**src/rtl/boxf_pkg.sv**
```systemverilog
`timescale 1ns / 1ps
// boxf_pkg: shared widths, constants and types of the 3x3 box filter
// no dependencies; imported by every other file of the block but boxf_ram

package boxf_pkg;

    localparam int CFG_W       = 12;
    localparam int ROW_W       = 12;
    localparam int COL_OUT_W   = 11;
    localparam int CH_W        = 8;
    localparam int NUM_CH      = 3;
    localparam int COL_SUM_W   = 10;
    localparam int SUM_W       = 12;
    localparam int DIV9_MULT_W = 13;
    localparam int PROD_W      = SUM_W + DIV9_MULT_W;
    localparam int DIV9_SHIFT  = 16;

    // floor(x / 9) == (x * 7282) >> 16 for every 12-bit x
    localparam logic [DIV9_MULT_W-1:0] DIV9_MULT = 13'd7282;

    localparam logic [CFG_W-1:0] RESET_WIDTH  = 12'd640;
    localparam logic [CFG_W-1:0] RESET_HEIGHT = 12'd480;

    typedef enum logic [0:0]
    {
        REG_IMAGE_WIDTH  = 1'b0,
        REG_IMAGE_HEIGHT = 1'b1
    } cfg_reg_t;

    // channel 0 blue, 1 green, 2 red
    typedef logic [NUM_CH-1:0][CH_W-1:0] rgb_t;

    typedef struct packed
    {
        logic interior;
        logic border;
    } flags_t;

    typedef struct packed
    {
        logic load;
        logic interior;
        logic border;
    } merge_ctl_t;

endpackage

```
**src/rtl/boxf_channels.sv**
```systemverilog


interface boxf_res_if;
    import boxf_pkg::*;

    logic                 valid;
    logic                 ready;
    logic [ROW_W-1:0]     out_row;
    logic [COL_OUT_W-1:0] out_column;
    logic [CH_W-1:0]      out_blue;
    logic [CH_W-1:0]      out_green;
    logic [CH_W-1:0]      out_red;
    logic                 last_of_run;

    modport source (output valid, output out_row, output out_column, output out_blue,
                    output out_green, output out_red, output last_of_run, input ready);
    modport sink   (input valid, input out_row, input out_column, input out_blue,
                    input out_green, input out_red, input last_of_run, output ready);
endinterface

```
**src/rtl/boxf_merge.sv**
```systemverilog
`timescale 1ns / 1ps
// boxf_merge: output register, joins lane means with pass-through pixels
// depends on boxf_pkg and boxf_res_if

module boxf_merge #(
    parameter int AW = 11
) (
    input  logic                    clk,
    input  logic                    rst_n,
    input  boxf_pkg::merge_ctl_t    ctl,
    input  logic [boxf_pkg::ROW_W-1:0] row,
    input  logic [AW-1:0]           col,
    input  boxf_pkg::rgb_t          px,
    input  boxf_pkg::rgb_t          mean,
    output logic                    busy,
    boxf_res_if.source              res
);
    import boxf_pkg::*;

    logic             int_pend_reg;
    logic             bor_pend_reg;
    logic [ROW_W-1:0] row_reg;
    logic [AW-1:0]    col_reg;
    rgb_t             px_reg;
    rgb_t             mean_reg;
    logic             last;
    logic             sent;
    rgb_t             sel;

    assign last = !(int_pend_reg && bor_pend_reg);
    assign sent = res.valid && res.ready;
    assign busy = res.valid && !(res.ready && last);
    assign sel  = int_pend_reg ? mean_reg : px_reg;

    assign res.valid       = int_pend_reg || bor_pend_reg;
    assign res.out_row     = int_pend_reg ? ROW_W'(row_reg - 1'b1) : row_reg;
    assign res.out_column  = int_pend_reg ? COL_OUT_W'(col_reg - 1'b1) : COL_OUT_W'(col_reg);
    assign res.out_blue    = sel[0];
    assign res.out_green   = sel[1];
    assign res.out_red     = sel[2];
    assign res.last_of_run = last;

    always_ff @(posedge clk or negedge rst_n)
    begin
        if (!rst_n)
        begin
            int_pend_reg <= 1'b0;
            bor_pend_reg <= 1'b0;
        end
        else if (ctl.load)
        begin
            int_pend_reg <= ctl.interior;
            bor_pend_reg <= ctl.border;
        end
        else if (sent)
        begin
            // interior mean goes first, then the border pass-through
            if (int_pend_reg)
            begin
                int_pend_reg <= 1'b0;
            end
            else
            begin
                bor_pend_reg <= 1'b0;
            end
        end
    end

    always_ff @(posedge clk)
    begin
        if (ctl.load)
        begin
            row_reg  <= row;
            col_reg  <= col;
            px_reg   <= px;
            mean_reg <= mean;
        end
    end

endmodule

```
**src/flat_wrapper.sv**
```systemverilog
// flat-port wrapper written by rule: the top's interface ports become plain ports
module boxf_merge_flat import boxf_pkg::*;
#(
    parameter int AW = 11
)
  (clk, rst_n, ctl, row, col, px, mean, busy, res_valid, res_out_row, res_out_column, res_out_blue, res_out_green, res_out_red, res_last_of_run, res_ready);
  boxf_res_if res_i ();
  input  logic clk;
  input  logic rst_n;
  input  boxf_pkg::merge_ctl_t ctl;
  input  logic [boxf_pkg::ROW_W-1:0] row;
  input  logic [AW-1:0] col;
  input  boxf_pkg::rgb_t px;
  input  boxf_pkg::rgb_t mean;
  output logic busy;
  output wire logic [$bits(res_i.valid)-1:0] res_valid;
  output wire logic [$bits(res_i.out_row)-1:0] res_out_row;
  output wire logic [$bits(res_i.out_column)-1:0] res_out_column;
  output wire logic [$bits(res_i.out_blue)-1:0] res_out_blue;
  output wire logic [$bits(res_i.out_green)-1:0] res_out_green;
  output wire logic [$bits(res_i.out_red)-1:0] res_out_red;
  output wire logic [$bits(res_i.last_of_run)-1:0] res_last_of_run;
  input wire logic [$bits(res_i.ready)-1:0] res_ready;
  assign res_valid = res_i.valid;
  assign res_out_row = res_i.out_row;
  assign res_out_column = res_i.out_column;
  assign res_out_blue = res_i.out_blue;
  assign res_out_green = res_i.out_green;
  assign res_out_red = res_i.out_red;
  assign res_last_of_run = res_i.last_of_run;
  assign res_i.ready = res_ready;
  boxf_merge #(.AW(AW)) u_core (.clk(clk), .rst_n(rst_n), .ctl(ctl), .row(row), .col(col), .px(px), .mean(mean), .busy(busy), .res(res_i));
endmodule
```
**config.mk**
```make
export PLATFORM = sky130hd
export DESIGN_NAME = boxf_merge_flat
export DESIGN_NICKNAME = d
export VERILOG_FILES = /design/src/rtl/boxf_pkg.sv /design/src/rtl/boxf_channels.sv /design/src/rtl/boxf_merge.sv /design/src/flat_wrapper.sv
export SDC_FILE = /design/constraint.sdc
export NUM_CORES = 1
export LEC_CHECK = 0
export ABC_AREA = 1
export BUFFER_PORTS_ARGS = -buffer_cell sky130_fd_sc_hd__buf_2
export CAP_MARGIN = 20
export CORE_MARGIN = 10
export CORE_UTILIZATION = 30
export CTS_CLUSTER_SIZE = 24
export DETAILED_ROUTE_END_ITERATION = 10
export GPL_ROUTABILITY_DRIVEN = 0
export GPL_TIMING_DRIVEN = 0
export MAX_ROUTING_LAYER = met4
export PLACE_DENSITY = 0.61
export SYNTH_ARGS = -nofsm -noshare
export SYNTH_HDL_FRONTEND = slang
export SYNTH_SLANG_ARGS = --single-unit
```
**constraint.sdc**
```tcl
create_clock -name clk -period 2.3 [get_ports clk]
set_input_delay 0.115 -clock clk [delete_from_list [all_inputs] [get_ports clk]]
set_output_delay 0.115 -clock clk [all_outputs]
set_load 0.02 [all_outputs]
```
# --- Word level (Yosys, flattened, before mapping) ---
# Index checks and enable logic that the tools add are counted.
op_classes:
  n_reduce_logical: 9
  n_eq_ne: 1
  n_addsub: 2
  muxes: 8
op_table:
  columns: ["operator", "n"]
  rows:
  - ["24-bit two-way mux", 1]
  - ["12-bit two-way mux", 1]
  - ["12-bit by 1-bit subtractor with 12-bit output (second input constant)", 1]
  - ["11-bit two-way mux", 1]
  - ["11-bit by 1-bit subtractor with 11-bit output (second input constant)", 1]
  - ["1-bit two-way mux", 5]
  - ["1-bit logical AND", 4]
  - ["1-bit zero test", 2]
  - ["2-bit != test (second input constant)", 1]
  - ["2-bit AND reduction", 1]
  - ["2-bit nonzero test", 1]
  - ["1-bit logical OR", 1]
totals:
  out_inout_bits: 50
  wordCells: 30
  input_bits: 77
  ff_bits: 73

# --- Depth between registers and ports, before layout ---
logic_depth:
  word_depth: 5
  ltp_mapped: 9
  ltp_nobuf: 9

# --- Least setup slack after synthesis ---
# No wires, ideal clock.
synth_path:
  path_kind: "register to output"
  from: "register u_core.row_reg[0]"
  to: "output res_out_row[10]"
  path_stages_with_launch: 9
  required_ns: 2.185
  arrival_time_ns: 1.326
  setup_slack_ns: 0.859
  path_buffers: 0
  path_cell_list: "edfxtp_1 inv_1 ha_1 nand2_1 inv_1 nand3_1 nor2_1 nor2_1 nor2_1"
synth_between:
  elab_chain_len: 2
synth_rtl:
  columns: ["element", "line_no", "rtl"]
  rows:
  - ["start: declaration", "boxf_merge.sv:22", "logic [ROW_W-1:0] row_reg;"]
  - ["start signal: assignment", "boxf_merge.sv:73", "row_reg <= row;"]
  - ["12-bit by 1-bit subtractor with 12-bit output", "boxf_merge.sv:36", "assign res.out_row = int_pend_reg ? ROW_W'(row_reg - 1'b1) : row_reg;"]
  - ["12-bit two-way mux", "boxf_merge.sv:36", null]
  - ["end: declaration", "flat_wrapper.sv:17", "output wire logic [$bits(res_i.out_row)-1:0] res_out_row;"]
# No other way between the ends.

# --- Final worst setup path ---
layout_path:
  from: "register u_core.row_reg[0]"
  to: "output res_out_row[8]"
# Same word-level chain as after synthesis.

==> run summary <==
Die Y: 122 um
endpoints failing setup: 0
first-pass iteration count of the detailed router: 4
FP Rows: 37
Distinct cells, synth: 23
initial antenna violation count: 1
slowest CP cell: edfxtp_1
post-CTS setup buffer count: 0
Setup CP Type: reg2out
max capacitance violation total: 0
Synth area leaders: edfxtp_1 (69%), nand2_1 (13%), inv_1 (2.9%), nor2_1 (2.4%), xor2_1 (2.3%)
H-Tree Depth: 3
minimum clock period: 1910 ps
I/O pin cnt: 127
P per Cell Area: 629 mW/mm^2
Wirelength per Cell: 13.6 um
IO Port Bufs: 126
Die X-Extent: 122 um
post-route cell area: 0.00481 mm^2
max incr delay on CP: 430 ps
area grow syn2layout: 55.2%
register bit total from synthesis: 73
Crit. End Element: output pin
worst-skew pair later-pin latency: 340 ps
die footprint: 0.0148 mm^2
Slew Viols, Final: 0
total power: 0.00303 W
internal power: 0.00222 W
FILL cells: 967
gr ovfl total: 0
Setup crit start: u_core.row_reg[0]
Multi-input gate area: 792 um^2
post-synth design cell area: 0.00310 mm^2
Detailed Route Iter0 Violations: 150
Sink Count: 73
share of cells above drive strength 1: 0.308
largest net degree at the start of global routing: 76
Tot GR Track Use: 0.122
clock power share: 0.271
sw power: 0.000814 W
type of origin of the critical path: register
sequential power share: 0.535
worst min path class: in2async
CP arrival: 1790 ps
CP Data Required Time: 2180 ps
number of buffers created by CTS: 9
Worst Tran Pin Value: 910 ps
Comb power frac: 0.194
synthesized net count: 356
vias: 2595
Leakage: 2.20 nW
ys flop type: edfxtp_1
hold_buf cts: 75
Synth warnings: 0
FF-to-FF Start: u_core.int_pend_reg
Yosys top cell by area: edfxtp_1
vias in the first global route: 2839
critical-path cell list: inv_1, ha_1, nand2_1, inv_1, nand3_1, o21ai_0, nand2_1, buf_2
CTS clk-pin slew, worst paths: 70 ps
Routed WL: 8560 um
status: finished clean
antenna viol nets, final: 0
post-synthesis instance total: 277
first-pass GRT wire length: 13700 um
area share of the largest cell type after synthesis: 0.687
largest fanout on the critical path: 3
Setup TNS: 0 ps
CTS root buf: clkbuf_8
switching share of total power: 0.269
clock tree buffer depth: 2
fin nets: 568
Hold Vio Cnt, Final: 0
most frequent cell after synthesis: nand2_1
# resized after CTS: 0
drt drc: 0
Seq/Total Area, Yosys: 0.703
Post-synth top cells: nand2_1 (111), edfxtp_1 (71), inv_1 (24), nor2_1 (20), nand3_1 (9)
Mean Syn Cell Area: 11.2 um^2
ys async rst share: 0.0274
RSZ-0062 raised after global routing: false
CTS tree: yes
HPWL Detailed: 5940 um
Initial Util: 0.305
Placed Area: 0.00391 mm^2
fin crit share: 0.829
clk_skew: 0.953 ps
Post-synth EDFFs: 71
sequential cell area: 0.00218 mm^2
core area: 0.0102 mm^2
f_max: 525 MHz
Max IR drop VDD: 0.345 mV
via density per instance: 4.11
slew margin rel.: 0.393
## cell type report
class                           count  area share
Antenna cell                        1    0.000520
Multi-Input combinational cell    173       0.165
Inverter                           25      0.0195
Clock inverter                      4     0.00416
Clock buffer                       12      0.0281
Timing Repair Buffer              201       0.287
Buffer                              6     0.00728
Sequential cell                    73       0.453
Tap cell                          136      0.0353
## power groups by stage
stage	Combinational [W]	Clock (W)	Sequential, W
after CTS	0.000597	0.000858	0.00162
final	0.000587	0.000821	0.00162
after floorplan	0.000270	0	0.00164
after detailed placement	0.000495	0	0.00165
after global routing	0.000648	0.000925	0.00163
after global placement	0.000488	0	0.00165
## layer usage
layer / GRT usage / up-vias / part of all wire
met4: 0.0529 / 0 / 0.012
met2: 0.215 / 72 / 0.54
met3: 0.0315 / 11 / 0.046
li1: - / 1328 / -
met1: 0.126 / 1184 / 0.40
met5: - / - / 0
## worst paths after layout
path | endpoint | slack, ps | cells past startpoint
min in group clk | u_core.bor_pend_reg | 90 | 4
setup reg to reg | u_core.int_pend_reg | 640 | 4
setup / recovery | res_out_row[8] | 390 | 8
hold / removal | u_core.int_pend_reg | 90 | 2
hold reg to reg | u_core.bor_pend_reg | 570 | 2
max in group asynchronous | u_core.bor_pend_reg | 2110 | 2
## worst max-delay path, delay by kind of cell (launching register included)
kind,cells,cell delay (ps)
compound gates,1,190
fa+ha+maj,1,160
buf+inv,3,400
flops,1,430
simple gates,3,280
## through the flow
step / hold slack, ps / utilization / setup slack (ps) / cells
4_1_cts: 54.0 / 0.472 / 363 / 630
3_5_place_dp: -95.0 / 0.384 / 761 / 539
5_1_grt: 70.8 / 0.473 / 200 / 631
3_3_place_gp: -98.4 / 0.383 / 551 / 539
6_report: 88.0 / 0.473 / 394 / 631
2_1_floorplan: -181 / - / 859 / 277
## cells by family (layout without fill, tap and decap cells)
logic type | Yosys count | in the layout | synth area share
simple gates | 151 | 151 | 0.201
fa+ha+maj | 2 | 2 | 0.00806
flops | 73 | 73 | 0.703
compound gates | 9 | 9 | 0.0153
xor+xnor | 11 | 11 | 0.0311
buf+inv | 31 | 248 | 0.0415
other cells | 0 | 1 | 0
## layout by cell type (no fill, tap or decap)
cell and count:
edfxtp_1 71, nor2_4 2, inv_2 1, xnor2_1 3
inv_1 24, nand4_1 1, nor2_2 2, clkbuf_8 9
o31ai_1 1, clkinv_2 4, nand2_1 111, xor2_1 8
nor2_1 20, nand2_4 1, nand3_2 1, clkbuf_1 4
buf_4 1, nor3_1 2, ha_1 2, buf_6 1
diode_2 1, nand3b_1 1, nand2_2 1, o21ai_0 8
nand3_1 9, dlygate4sd3_1 75, buf_2 129, dfrtp_1 2
Power figures use the tool's default switching activity.
