## src/rtl/boxf_pkg.sv

```systemverilog
`timescale 1ns / 1ps
// boxf_pkg: shared widths, constants and types of the 3x3 box filter
// no dependencies; imported by every other file of the block but boxf_ram

package boxf_pkg;

    localparam int CFG_W       = 12;
    localparam int ROW_W       = 12;
    localparam int COL_OUT_W   = 11;
    localparam int CH_W        = 8;
    localparam int NUM_CH      = 3;
    localparam int COL_SUM_W   = 10;
    localparam int SUM_W       = 12;
    localparam int DIV9_MULT_W = 13;
    localparam int PROD_W      = SUM_W + DIV9_MULT_W;
    localparam int DIV9_SHIFT  = 16;

    // floor(x / 9) == (x * 7282) >> 16 for every 12-bit x
    localparam logic [DIV9_MULT_W-1:0] DIV9_MULT = 13'd7282;

    localparam logic [CFG_W-1:0] RESET_WIDTH  = 12'd640;
    localparam logic [CFG_W-1:0] RESET_HEIGHT = 12'd480;

    typedef enum logic [0:0]
    {
        REG_IMAGE_WIDTH  = 1'b0,
        REG_IMAGE_HEIGHT = 1'b1
    } cfg_reg_t;

    // channel 0 blue, 1 green, 2 red
    typedef logic [NUM_CH-1:0][CH_W-1:0] rgb_t;

    typedef struct packed
    {
        logic interior;
        logic border;
    } flags_t;

    typedef struct packed
    {
        logic load;
        logic interior;
        logic border;
    } merge_ctl_t;

endpackage

```

## src/rtl/boxf_lane.sv

```systemverilog
`timescale 1ns / 1ps
// boxf_lane: one color channel of the 3x3 mean, column sums and divide by 9
// depends on boxf_pkg

module boxf_lane (
    input  logic                  clk,
    input  logic                  shift_en,
    input  logic                  sum_en,
    input  logic                  quo_en,
    input  logic [boxf_pkg::CH_W-1:0] top,
    input  logic [boxf_pkg::CH_W-1:0] mid,
    input  logic [boxf_pkg::CH_W-1:0] cur,
    output logic [boxf_pkg::CH_W-1:0] quo
);
    import boxf_pkg::*;

    logic [COL_SUM_W-1:0] col_sum;
    logic [SUM_W-1:0]     total;
    logic [COL_SUM_W-1:0] cs2_reg;
    logic [COL_SUM_W-1:0] cs1_reg;
    logic [SUM_W-1:0]     sum_reg;
    logic [PROD_W-1:0]    prod;
    logic [CH_W-1:0]      quo_reg;

    assign col_sum = COL_SUM_W'(top) + COL_SUM_W'(mid) + COL_SUM_W'(cur);
    assign total   = SUM_W'(cs2_reg) + SUM_W'(cs1_reg) + SUM_W'(col_sum);
    assign prod    = PROD_W'(sum_reg) * PROD_W'(DIV9_MULT);

    always_ff @(posedge clk)
    begin
        // window of the two previous columns
        if (shift_en)
        begin
            cs2_reg <= cs1_reg;
            cs1_reg <= col_sum;
        end
        if (sum_en)
        begin
            sum_reg <= total;
        end
        if (quo_en)
        begin
            quo_reg <= prod[DIV9_SHIFT +: CH_W];
        end
    end

    assign quo = quo_reg;

endmodule

```

## config.mk

```make
export PLATFORM = sky130hd
export DESIGN_NAME = boxf_lane
export DESIGN_NICKNAME = d
export VERILOG_FILES = /design/src/rtl/boxf_pkg.sv /design/src/rtl/boxf_lane.sv
export SDC_FILE = /design/constraint.sdc
export NUM_CORES = 1
export LEC_CHECK = 0
export BUFFER_PORTS_ARGS = -buffer_cell sky130_fd_sc_hd__buf_4
export CORE_MARGIN = 2
export CORE_UTILIZATION = 50
export CTS_CLUSTER_DIAMETER = 120
export CTS_CLUSTER_SIZE = 25
export DETAILED_ROUTE_END_ITERATION = 12
export PLACE_DENSITY_LB_ADDON = 0.12
export SYNTH_ARGS = -nofsm -noshare
export SYNTH_HDL_FRONTEND = slang
export SYNTH_SLANG_ARGS = --single-unit
```

## constraint.sdc

```tcl
create_clock -name clk -period 10.5 [get_ports clk]
set_input_delay 2.625 -clock clk [delete_from_list [all_inputs] [get_ports clk]]
set_output_delay 2.625 -clock clk [all_outputs]
set_load 0.02 [all_outputs]
```

**Word-level counts from Yosys, hierarchy flattened**

Index checks and enable logic that the tools add are counted.

- Word-level logic and storage cells: 9
- Register bits after elaboration: 40
- Input bits: 28

- $add $sub $neg: 4
- $mul: 1

Operators by type and width:

| operator | number |
|---|---|
| multiplier 12 x 12 -> 23 bit, second input constant | 1 |
| adder 11 x 10 -> 12 bit | 1 |
| adder 10 x 10 -> 11 bit | 1 |
| adder 9 x 8 -> 10 bit | 1 |
| adder 8 x 8 -> 9 bit | 1 |

**Logic depth before layout (Yosys ltp)**

Gate-level depths: netlist of run 1.

- Depth after elaboration: 3
- Gate-level depth with buffers: 20

**Least setup slack after synthesis of run 1**

No wires, ideal clock.

- Kind: input -> register
- From: input port top[1] (netlist name)
- To: register sum_reg[10], data pin
- Library setup time: 0.264 ns
- Path buffers: 0
- Arrival time: 6.201 ns
- Stages on the path: 20
- Slack: 4.036 ns
- Cells stage by stage: inv_1 -> fa_1 -> inv_1 -> ha_1 -> fa_1 -> a21o_1 -> a21oi_1 -> o21bai_1 -> a21oi_1 -> xnor2_1 -> inv_1 -> fa_1 -> inv_1 -> ha_1 -> a21o_1 -> a21oi_1 -> nand2_1 -> a21oi_1 -> a31oi_1 -> xor2_1

- Cells in the longest elaborated chain, start to end: 3

RTL lines:

| item | line | RTL |
|---|---|---|
| start: declaration | boxf_lane.sv:10 | `input logic [boxf_pkg::CH_W-1:0] top,` |
| adder 8 x 8 -> 9 bit | boxf_lane.sv:25 | `assign col_sum = COL_SUM_W'(top) + COL_SUM_W'(mid) + COL_SUM_W'(cur);` |
| adder 9 x 8 -> 10 bit | boxf_lane.sv:25 |  |
| net col_sum[7] | boxf_lane.sv:17 | `logic [COL_SUM_W-1:0] col_sum;` |
| adder 11 x 10 -> 12 bit | boxf_lane.sv:26 | `assign total = SUM_W'(cs2_reg) + SUM_W'(cs1_reg) + SUM_W'(col_sum);` |
| net total[10] | boxf_lane.sv:18 | `logic [SUM_W-1:0] total;` |
| end signal: assignment | boxf_lane.sv:39 | `sum_reg <= total;` |
| end: declaration | boxf_lane.sv:21 | `logic [SUM_W-1:0] sum_reg;` |

The timed path passes the listed nets, and every way through them passes these cells.
A chain may end at the register's enable or synchronous reset.

**Worst setup path in the final report of run 1**

Same ends and word-level chain as after synthesis.

==> results of run 1 <==
## final timing paths
path | start | endpoint | slack [ps] | depth (start not counted)
setup / recovery | top[1] | sum_reg[10]$_DFFE_PP_ | 4000 | 21
hold / removal | cs1_reg[3]$_DFFE_PP_ | cs2_reg[3]$_DFFE_PP_ | 460 | 0
setup reg to reg | sum_reg[3]$_DFFE_PP_ | quo[7]$_DFFE_PP_ | 5700 | 18
hold reg to reg | cs1_reg[3]$_DFFE_PP_ | cs2_reg[3]$_DFFE_PP_ | 460 | 0
## layout by cell type (no fill, tap or decap), types with 3 or more instances in the layout
master    netlist  layout
a21o_1          9       9
a21oi_1        25      25
a31oi_1         6       6
buf_4           0      35
clkbuf_8        0       5
edfxtp_1       40      40
fa_1           49      49
ha_1           83      83
inv_1         100     100
nand2_1        20      20
nand2b_1        3       3
nor2_1         10      10
nor3_1          3       3
o21ai_0        15      15
o21bai_1        4       4
xnor2_1        20      20
xor2_1          7       7
## metrics by stage
| stage | cell area [um2] | worst slack (ps) |
|---|---|---|
| floorplan | 4480 | 4040 |
| global placement | 4860 | 3780 |
| detailed placement | 4860 | 3640 |
| CTS | 4980 | 3970 |
| global route | 4980 | 3720 |
| finish | 4980 | 4000 |
## area by class of cell
cell class,count,area [um2]
Clock buffer,5,68.8
Clock inverter,3,46.3
Fill cell,751,3740
Inverter,100,375
Multi-Input combinational cell,274,2890
Sequential cell,40,1200
Tap cell,108,135
Timing Repair Buffer,35,263
## metal layers
| layer | share of wire | up-vias | global-route usage |
|---|---|---|---|
| met1 | 0.41 | 1353 | 0.188 |
| met3 | 0.025 | 9 | 0.0248 |
| li1 | - | 1461 | - |
| met4 | 0.017 | 0 | 0.0453 |
| met5 | 0 | - | 0 |
| met2 | 0.55 | 52 | 0.335 |
## cell families (layout without fill, tap and decap cells)
kind of cell,Yosys count,after routing,share of synthesized area
fa+ha+maj,132,132,0.451
buf+inv,102,143,0.0861
compound gates,72,72,0.0995
simple gates,43,43,0.0422
flops,40,40,0.268
xor+xnor,27,27,0.0528
==> impl_metrics.env, run 1 <==
export IMPL_syn2layout_area_growth_pct=11.2
export IMPL_hold_buffers=0
export IMPL_slew_limit_headroom=0.752
export IMPL_routedWlPerCell_um=13.3
export IMPL_num_io_pins=36
export IMPL_critPathMaxStageDelay_ps=530
export IMPL_grt_pass1_vias=3089
export IMPL_drcViolationCount=0
export IMPL_crit_chain="buf_4 -> inv_1 -> fa_1 -> inv_1 -> ha_1 -> fa_1 -> a21o_1 -> a21oi_1 -> o21bai_1 -> a21oi_1 -> xnor2_1 -> inv_1 -> fa_1 -> inv_1 -> ha_1 -> a21o_1 -> a21oi_1 -> nand2_1 -> a21oi_1 -> a31oi_1 -> xor2_1"
export IMPL_drtIter0Drc=47
export IMPL_skew_ps=13.4
export IMPL_report_final_slew_viol_count=0
export IMPL_hpwl_mm=6.60
export IMPL_synth_seq_area_share=0.268
export IMPL_cts_repair_resized=0
export IMPL_drive_gt1_frac=0.0985
export IMPL_crit_required_ps=10560
export IMPL_tightest_slew_ps=369
export IMPL_synth_most_common_cell="inv_1"
export IMPL_grt_max_degree=21
export IMPL_rsz0062_at_grt="false"
export IMPL_core_area_um2=8720
export IMPL_cts_clk_slew_worst_paths_ps=90
export IMPL_synth_async_reset_ratio=0
export IMPL_netlist_instances=416
export IMPL_clock_latency_ps=300
export IMPL_critPathLaunchType="primary input"
export IMPL_synth_ff_type="edfxtp_1"
export IMPL_grt_overflow=0
export IMPL_grt_pass1_wl_mm=13.3
export IMPL_viasPerCell=5.09
export IMPL_yosysTopAreaCellShare=0.268
export IMPL_crit_buf_inv=5
export IMPL_antenna_found_initial=0
export IMPL_stdcell_count=565
export IMPL_path_class="in2reg"
export IMPL_grt_usage=0.170
export IMPL_gp_congestion=0.800
export IMPL_vias=2875
export IMPL_cts_htree_levels=2
export IMPL_cts_made_buffers=5
export IMPL_synth_avg_cell_area_um2=10.8
export IMPL_cts_tree="built"
export IMPL_rows=34
export IMPL_setup_viol=0
export IMPL_outcome="finished clean"
export IMPL_netlist_area_um2=4480
export IMPL_finalCritPeriodShare=0.619
export IMPL_hold_viol=0
export IMPL_nNetsFinal=616
export IMPL_cts_setup_buffers=0
export IMPL_max_freq_mhz=154
export IMPL_firstDrtPassIters=4
export IMPL_syn_nets=576
export IMPL_critPathArrivalTime_ps=6560
export IMPL_fp_dieH_um=98.6
export IMPL_utilization=0.571
export IMPL_synth_cell_types=32
export IMPL_clock_sinks=40
export IMPL_insertedDiodeCount=0
export IMPL_critical_path_top_delay_family="adder cells"
export IMPL_cp_max_fo=4
export IMPL_critPathCaptureType="flop"
export IMPL_io_buffer_count=35
export IMPL_die_w_um=98.6
export IMPL_synth_top_cells_by_area="edfxtp_1, ha_1, fa_1, inv_1, xnor2_1"
export IMPL_fin_tns_setup_ps=0
export IMPL_slowest_stage="fa_1"
export IMPL_largest_reg_flops=12
export IMPL_clock_root_buffer="clkbuf_8"
export IMPL_ys_warn_count=0
export IMPL_drtAntennaViolNets=0
export IMPL_synth_cells_most_frequent="inv_1, ha_1, fa_1, edfxtp_1, a21oi_1"
export IMPL_cap_violations=0
export IMPL_ys_ff_latch=40
export IMPL_post_route_min_period_ps=6500
export IMPL_start_util=0.513
export IMPL_die_area_um2=9730
export IMPL_routed_wl_mm=7.51
export IMPL_dp_cells=557
export IMPL_clockBufferDepth=2
export IMPL_yosysTopAreaCell="edfxtp_1"
export IMPL_synth_edff_count=40
export IMPL_hold_path_class="reg2reg"
export IMPL_hold_ws_ps=457
Power of run 1 is left out: the tool's default activity adds up to more than one toggle a clock period on the data nets, which glitch-free logic cannot reach.
==> run 2: changes to the inputs <==
==> constraint.sdc (replaced) <==
create_clock -name clk -period 5.35 [get_ports clk]
set_input_delay 1.3375 -clock clk [delete_from_list [all_inputs] [get_ports clk]]
set_output_delay 1.3375 -clock clk [all_outputs]
set_load 0.02 [all_outputs]
==> impl_metrics.env, run 2 (synthesis gave the netlist of run 1 again) <==
export IMPL_drcViolationCount=0
export IMPL_skew_ps=8.10
export IMPL_routed_wl_mm=7.39
export IMPL_viasPerCell=5.04
export IMPL_nNetsFinal=619
export IMPL_critPathLaunchType="primary input"
export IMPL_clock_root_buffer="clkbuf_8"
export IMPL_grt_max_degree=21
export IMPL_dp_cells=560
export IMPL_clock_latency_ps=300
export IMPL_hpwl_mm=6.51
export IMPL_drive_gt1_frac=0.109
export IMPL_gp_congestion=0.809
export IMPL_drtAntennaViolNets=0
export IMPL_drtIter0Drc=70
export IMPL_core_area_um2=8720
export IMPL_num_io_pins=36
export IMPL_post_dp_cell_area_um2=4890
export IMPL_grt_overflow=0
export IMPL_hold_viol=0
export IMPL_routedWlPerCell_um=13.0
export IMPL_max_freq_mhz=200
export IMPL_setup_viol=0
export IMPL_clockBufferDepth=2
export IMPL_rsz0062_at_grt="false"
export IMPL_cts_tree="built"
export IMPL_firstDrtPassIters=5
export IMPL_cts_made_buffers=5
export IMPL_crit_chain="buf_4 -> inv_1 -> fa_1 -> inv_1 -> ha_1 -> fa_1 -> a21o_1 -> a21oi_2 -> o21bai_1 -> a21oi_2 -> xnor2_1 -> inv_1 -> fa_1 -> inv_1 -> ha_1 -> a21o_1 -> a21oi_1 -> nand2_1 -> a21oi_1 -> a31oi_1 -> xor2_1"
export IMPL_die_w_um=98.6
export IMPL_nFillCells=725
export IMPL_cap_violations=0
export IMPL_fp_dieH_um=98.6
export IMPL_cts_setup_buffers=0
export IMPL_path_common_cell="inv_1"
export IMPL_final_common_cell="inv_1"
export IMPL_cp_max_fo=2
export IMPL_path_class="in2reg"
export IMPL_hold_ws_ps=454
export IMPL_outcome="finished clean"
export IMPL_crit_required_ps=5400
export IMPL_post_route_min_period_ps=4990
export IMPL_rows=34
export IMPL_grt_pass1_wl_mm=13.1
export IMPL_grt_pass1_vias=3078
export IMPL_tightest_slew_ps=357
export IMPL_hold_path_class="reg2reg"
export IMPL_critPathCaptureType="flop"
export IMPL_stdcell_count=568
export IMPL_io_buffer_count=35
export IMPL_critPathArrivalTime_ps=5040
export IMPL_cts_clk_slew_worst_paths_ps=90
export IMPL_fin_area_um2=5010
export IMPL_antenna_found_initial=0
export IMPL_clock_sinks=40
export IMPL_largest_reg_flops=12
export IMPL_slowest_stage="fa_1"
export IMPL_syn2layout_area_growth_pct=11.9
export IMPL_grt_usage=0.168
export IMPL_report_final_slew_viol_count=0
export IMPL_die_area_um2=9730
export IMPL_cts_htree_levels=2
export IMPL_finalCritPeriodShare=0.932
export IMPL_vias=2864
export IMPL_start_util=0.513
export IMPL_slew_limit_headroom=0.759
export IMPL_reg2reg_slack_ps=430
export IMPL_fin_tns_setup_ps=0
export IMPL_insertedDiodeCount=0
export IMPL_mostFrequentLayoutCells="inv_1, ha_1, fa_1"
export IMPL_critPathMaxStageDelay_ps=520
[run 2: cell count changes in the layout (fill, tap and decap cells not counted), sizes merged]
cell and delta:
buf +3
[run 2: what timing repair did]
action	in CTS	in global routing
setup endpoints to repair	0	1
gates resized for setup	0	2
hold buffers	0	0
[run 2: metal layers]
metal  wire length, um  share of wire  GRT usage  up-vias
met5                 0              0          0        -
met4                97          0.013     0.0464        0
met3               171          0.023     0.0241        7
met2              4000           0.54      0.324       43
met1              3120           0.42      0.193     1346
li1                  -              -          -     1468
[run 2: area by class of cell]
cell class / instances / area, um2 / area share
timing repair buffer: 38 / 285 / 0.0569
tap: 108 / 135 / 0.0270
clock buffer: 5 / 68.8 / 0.0137
clock inverter: 3 / 46.3 / 0.00924
multi-input combinational: 274 / 2900 / 0.578
sequential: 40 / 1200 / 0.240
inverter: 100 / 375 / 0.0749
[run 2: path summary, 6_finish.rpt]
kind                        startpoint                    end  depth (start not counted)
setup reg to reg  sum_reg[3]$_DFFE_PP_       quo[7]$_DFFE_PP_                         18
hold / removal    cs1_reg[4]$_DFFE_PP_   cs2_reg[4]$_DFFE_PP_                          0
hold reg to reg   cs1_reg[4]$_DFFE_PP_   cs2_reg[4]$_DFFE_PP_                          0
setup / recovery                top[1]  sum_reg[10]$_DFFE_PP_                         21
[run 2: critical path: cells and delay by family]
| kind | cells | cell delay [ps] |
|---|---|---|
| XOR/XNOR | 2 | 310 |
| buffers and inverters | 5 | 260 |
| AND/OR/NAND/NOR | 1 | 70 |
| adder cells (fa/ha/maj) | 5 | 1890 |
| AO/OA/AOI/OAI | 8 | 1150 |
[run 2: metrics by stage]
step / utilization / worst slack (ps)
after detailed placement: 0.560 / -39.3
after global routing: 0.574 / 36.7
final: 0.574 / 362
after floorplan: - / 173
after CTS: 0.574 / 272
after global placement: 0.560 / 23.7
Power of run 2 is left out for the same reason.
==> run 3: changes to the inputs <==
--- a/config.mk
+++ b/config.mk
@@ -7,7 +7,7 @@
 export LEC_CHECK = 0
 export BUFFER_PORTS_ARGS = -buffer_cell sky130_fd_sc_hd__buf_4
 export CORE_MARGIN = 2
-export CORE_UTILIZATION = 50
+export CORE_UTILIZATION = 56
 export CTS_CLUSTER_DIAMETER = 120
 export CTS_CLUSTER_SIZE = 25
 export DETAILED_ROUTE_END_ITERATION = 12
==> impl_metrics.env, run 3 (synthesis gave the netlist of run 1 again) <==
export IMPL_mostFrequentLayoutCells="inv_1, ha_1, fa_1"
export IMPL_crit_chain="buf_4 -> inv_1 -> fa_1 -> inv_1 -> ha_1 -> fa_1 -> a21o_1 -> a21oi_1 -> o21bai_1 -> a21oi_1 -> xnor2_1 -> inv_1 -> fa_1 -> inv_1 -> ha_1 -> a21o_1 -> a21oi_1 -> nand2_1 -> a21oi_1 -> a31oi_1 -> xor2_1"
export IMPL_insertedDiodeCount=0
export IMPL_drcViolationCount=0
export IMPL_cp_startpoint="top[1]"
export IMPL_die_area_um2=8730
export IMPL_cts_htree_levels=2
export IMPL_report_final_slew_viol_count=0
export IMPL_critPathMaxStageDelay_ps=520
export IMPL_cap_violations=0
export IMPL_clock_sinks=40
export IMPL_clockBufferDepth=2
export IMPL_hold_path_depth=0
export IMPL_hold_viol=0
export IMPL_r2r_start="sum_reg[3]$_DFFE_PP_"
export IMPL_critPathCaptureType="flop"
export IMPL_cts_tree="built"
export IMPL_cts_setup_buffers=0
export IMPL_fp_dieH_um=93.4
export IMPL_antenna_found_initial=0
export IMPL_hold_path_class="reg2reg"
export IMPL_critPathArrivalTime_ps=5130
export IMPL_utilization=0.646
export IMPL_rsz0062_at_grt="false"
export IMPL_start_util=0.579
export IMPL_grt_pass1_vias=3208
export IMPL_grt_usage=0.197
export IMPL_viasPerCell=5.28
export IMPL_drtAntennaViolNets=0
export IMPL_syn2layout_area_growth_pct=11.5
export IMPL_grt_max_degree=21
export IMPL_grt_overflow=0
export IMPL_rows=32
export IMPL_drtIter0Drc=106
export IMPL_firstDrtPassIters=4
export IMPL_largest_reg_flops=12
export IMPL_skew_ps=9.61
export IMPL_nNetsFinal=619
export IMPL_holdCritStartpoint="cs1_reg[6]$_DFFE_PP_"
export IMPL_tightest_slew_ps=404
export IMPL_routedWlPerCell_um=13.4
export IMPL_hold_buffers=0
export IMPL_post_route_min_period_ps=5080
export IMPL_slew_limit_headroom=0.727
export IMPL_clock_root_buffer="clkbuf_8"
export IMPL_core_area_um2=7730
export IMPL_drive_gt1_frac=0.104
export IMPL_critPathLaunchType="primary input"
export IMPL_cts_repair_resized=0
export IMPL_num_io_pins=36
export IMPL_finalCritPeriodShare=0.949
export IMPL_path_class="in2reg"
export IMPL_hpwl_mm=6.72
export IMPL_die_w_um=93.4
export IMPL_gp_congestion=0.819
export IMPL_grt_pass1_wl_mm=13.6
export IMPL_slowest_stage="fa_1"
export IMPL_crit_required_ps=5400
export IMPL_max_freq_mhz=197
export IMPL_cts_made_buffers=5
export IMPL_hold_ws_ps=454
export IMPL_clock_latency_ps=300
export IMPL_reg2reg_depth=18
export IMPL_fin_tns_setup_ps=0
export IMPL_cp_max_fo=2
export IMPL_outcome="finished clean"
export IMPL_cts_clk_slew_worst_paths_ps=90
export IMPL_setup_viol=0
export IMPL_vias=2969
export IMPL_io_buffer_count=35
export IMPL_routed_wl_mm=7.55
export IMPL_final_common_cell="inv_1"
==> run 3: cell types whose count changed in the layout (fill, tap and decap cells not counted) <==
cell      delta
a21oi_1      +2
a21oi_2      -2
clkinv_2     +1
inv_6        -1
==> run 3: per-stage QoR <==
| stage | cell area [um2] | setup WS (ps) | std cells |
|---|---|---|---|
| floorplan | 4480 | 173 | 416 |
| global placement | 4880 | 24.7 | 554 |
| detailed placement | 4880 | -34.5 | 554 |
| CTS | 4990 | 277 | 562 |
| global route | 4990 | 62.9 | 562 |
| finish | 4990 | 272 | 562 |
==> run 3: per-layer routing <==
metal / up-vias / global-route usage / part of all wire
li1: 1468 / - / -
met1: 1423 / 0.219 / 0.39
met2: 65 / 0.394 / 0.56
met3: 13 / 0.0218 / 0.028
met4: 0 / 0.0502 / 0.019
met5: - / 0 / 0
==> run 3: final cells by class <==
type,instances,area [um2]
inverters,100,375
multi-input cells,274,2890
repair buffers,38,285
clock buffers,5,68.8
fillers,641,2740
flip-flops and latches,40,1200
clock inverters,3,42.5
well taps,102,128
==> run 3: path summary, 6_finish.rpt <==
path | end | slack (ps)
worst min register to register | cs2_reg[6]$_DFFE_PP_ | 450
worst max-delay path | sum_reg[10]$_DFFE_PP_ | 270
worst min-delay path | cs2_reg[6]$_DFFE_PP_ | 450
worst max register to register | quo[7]$_DFFE_PP_ | 490
==> run 3: worst max-delay path: cells and delay by family <==
kind / cells / cell delay (ps)
AOI/OAI and AO/OA: 8 / 1240
xor gates and xnor gates: 2 / 310
adders and majority gates: 5 / 1890
buffers and inverters: 5 / 260
and+or+nand+nor: 1 / 80
Power of run 3 is left out for the same reason.
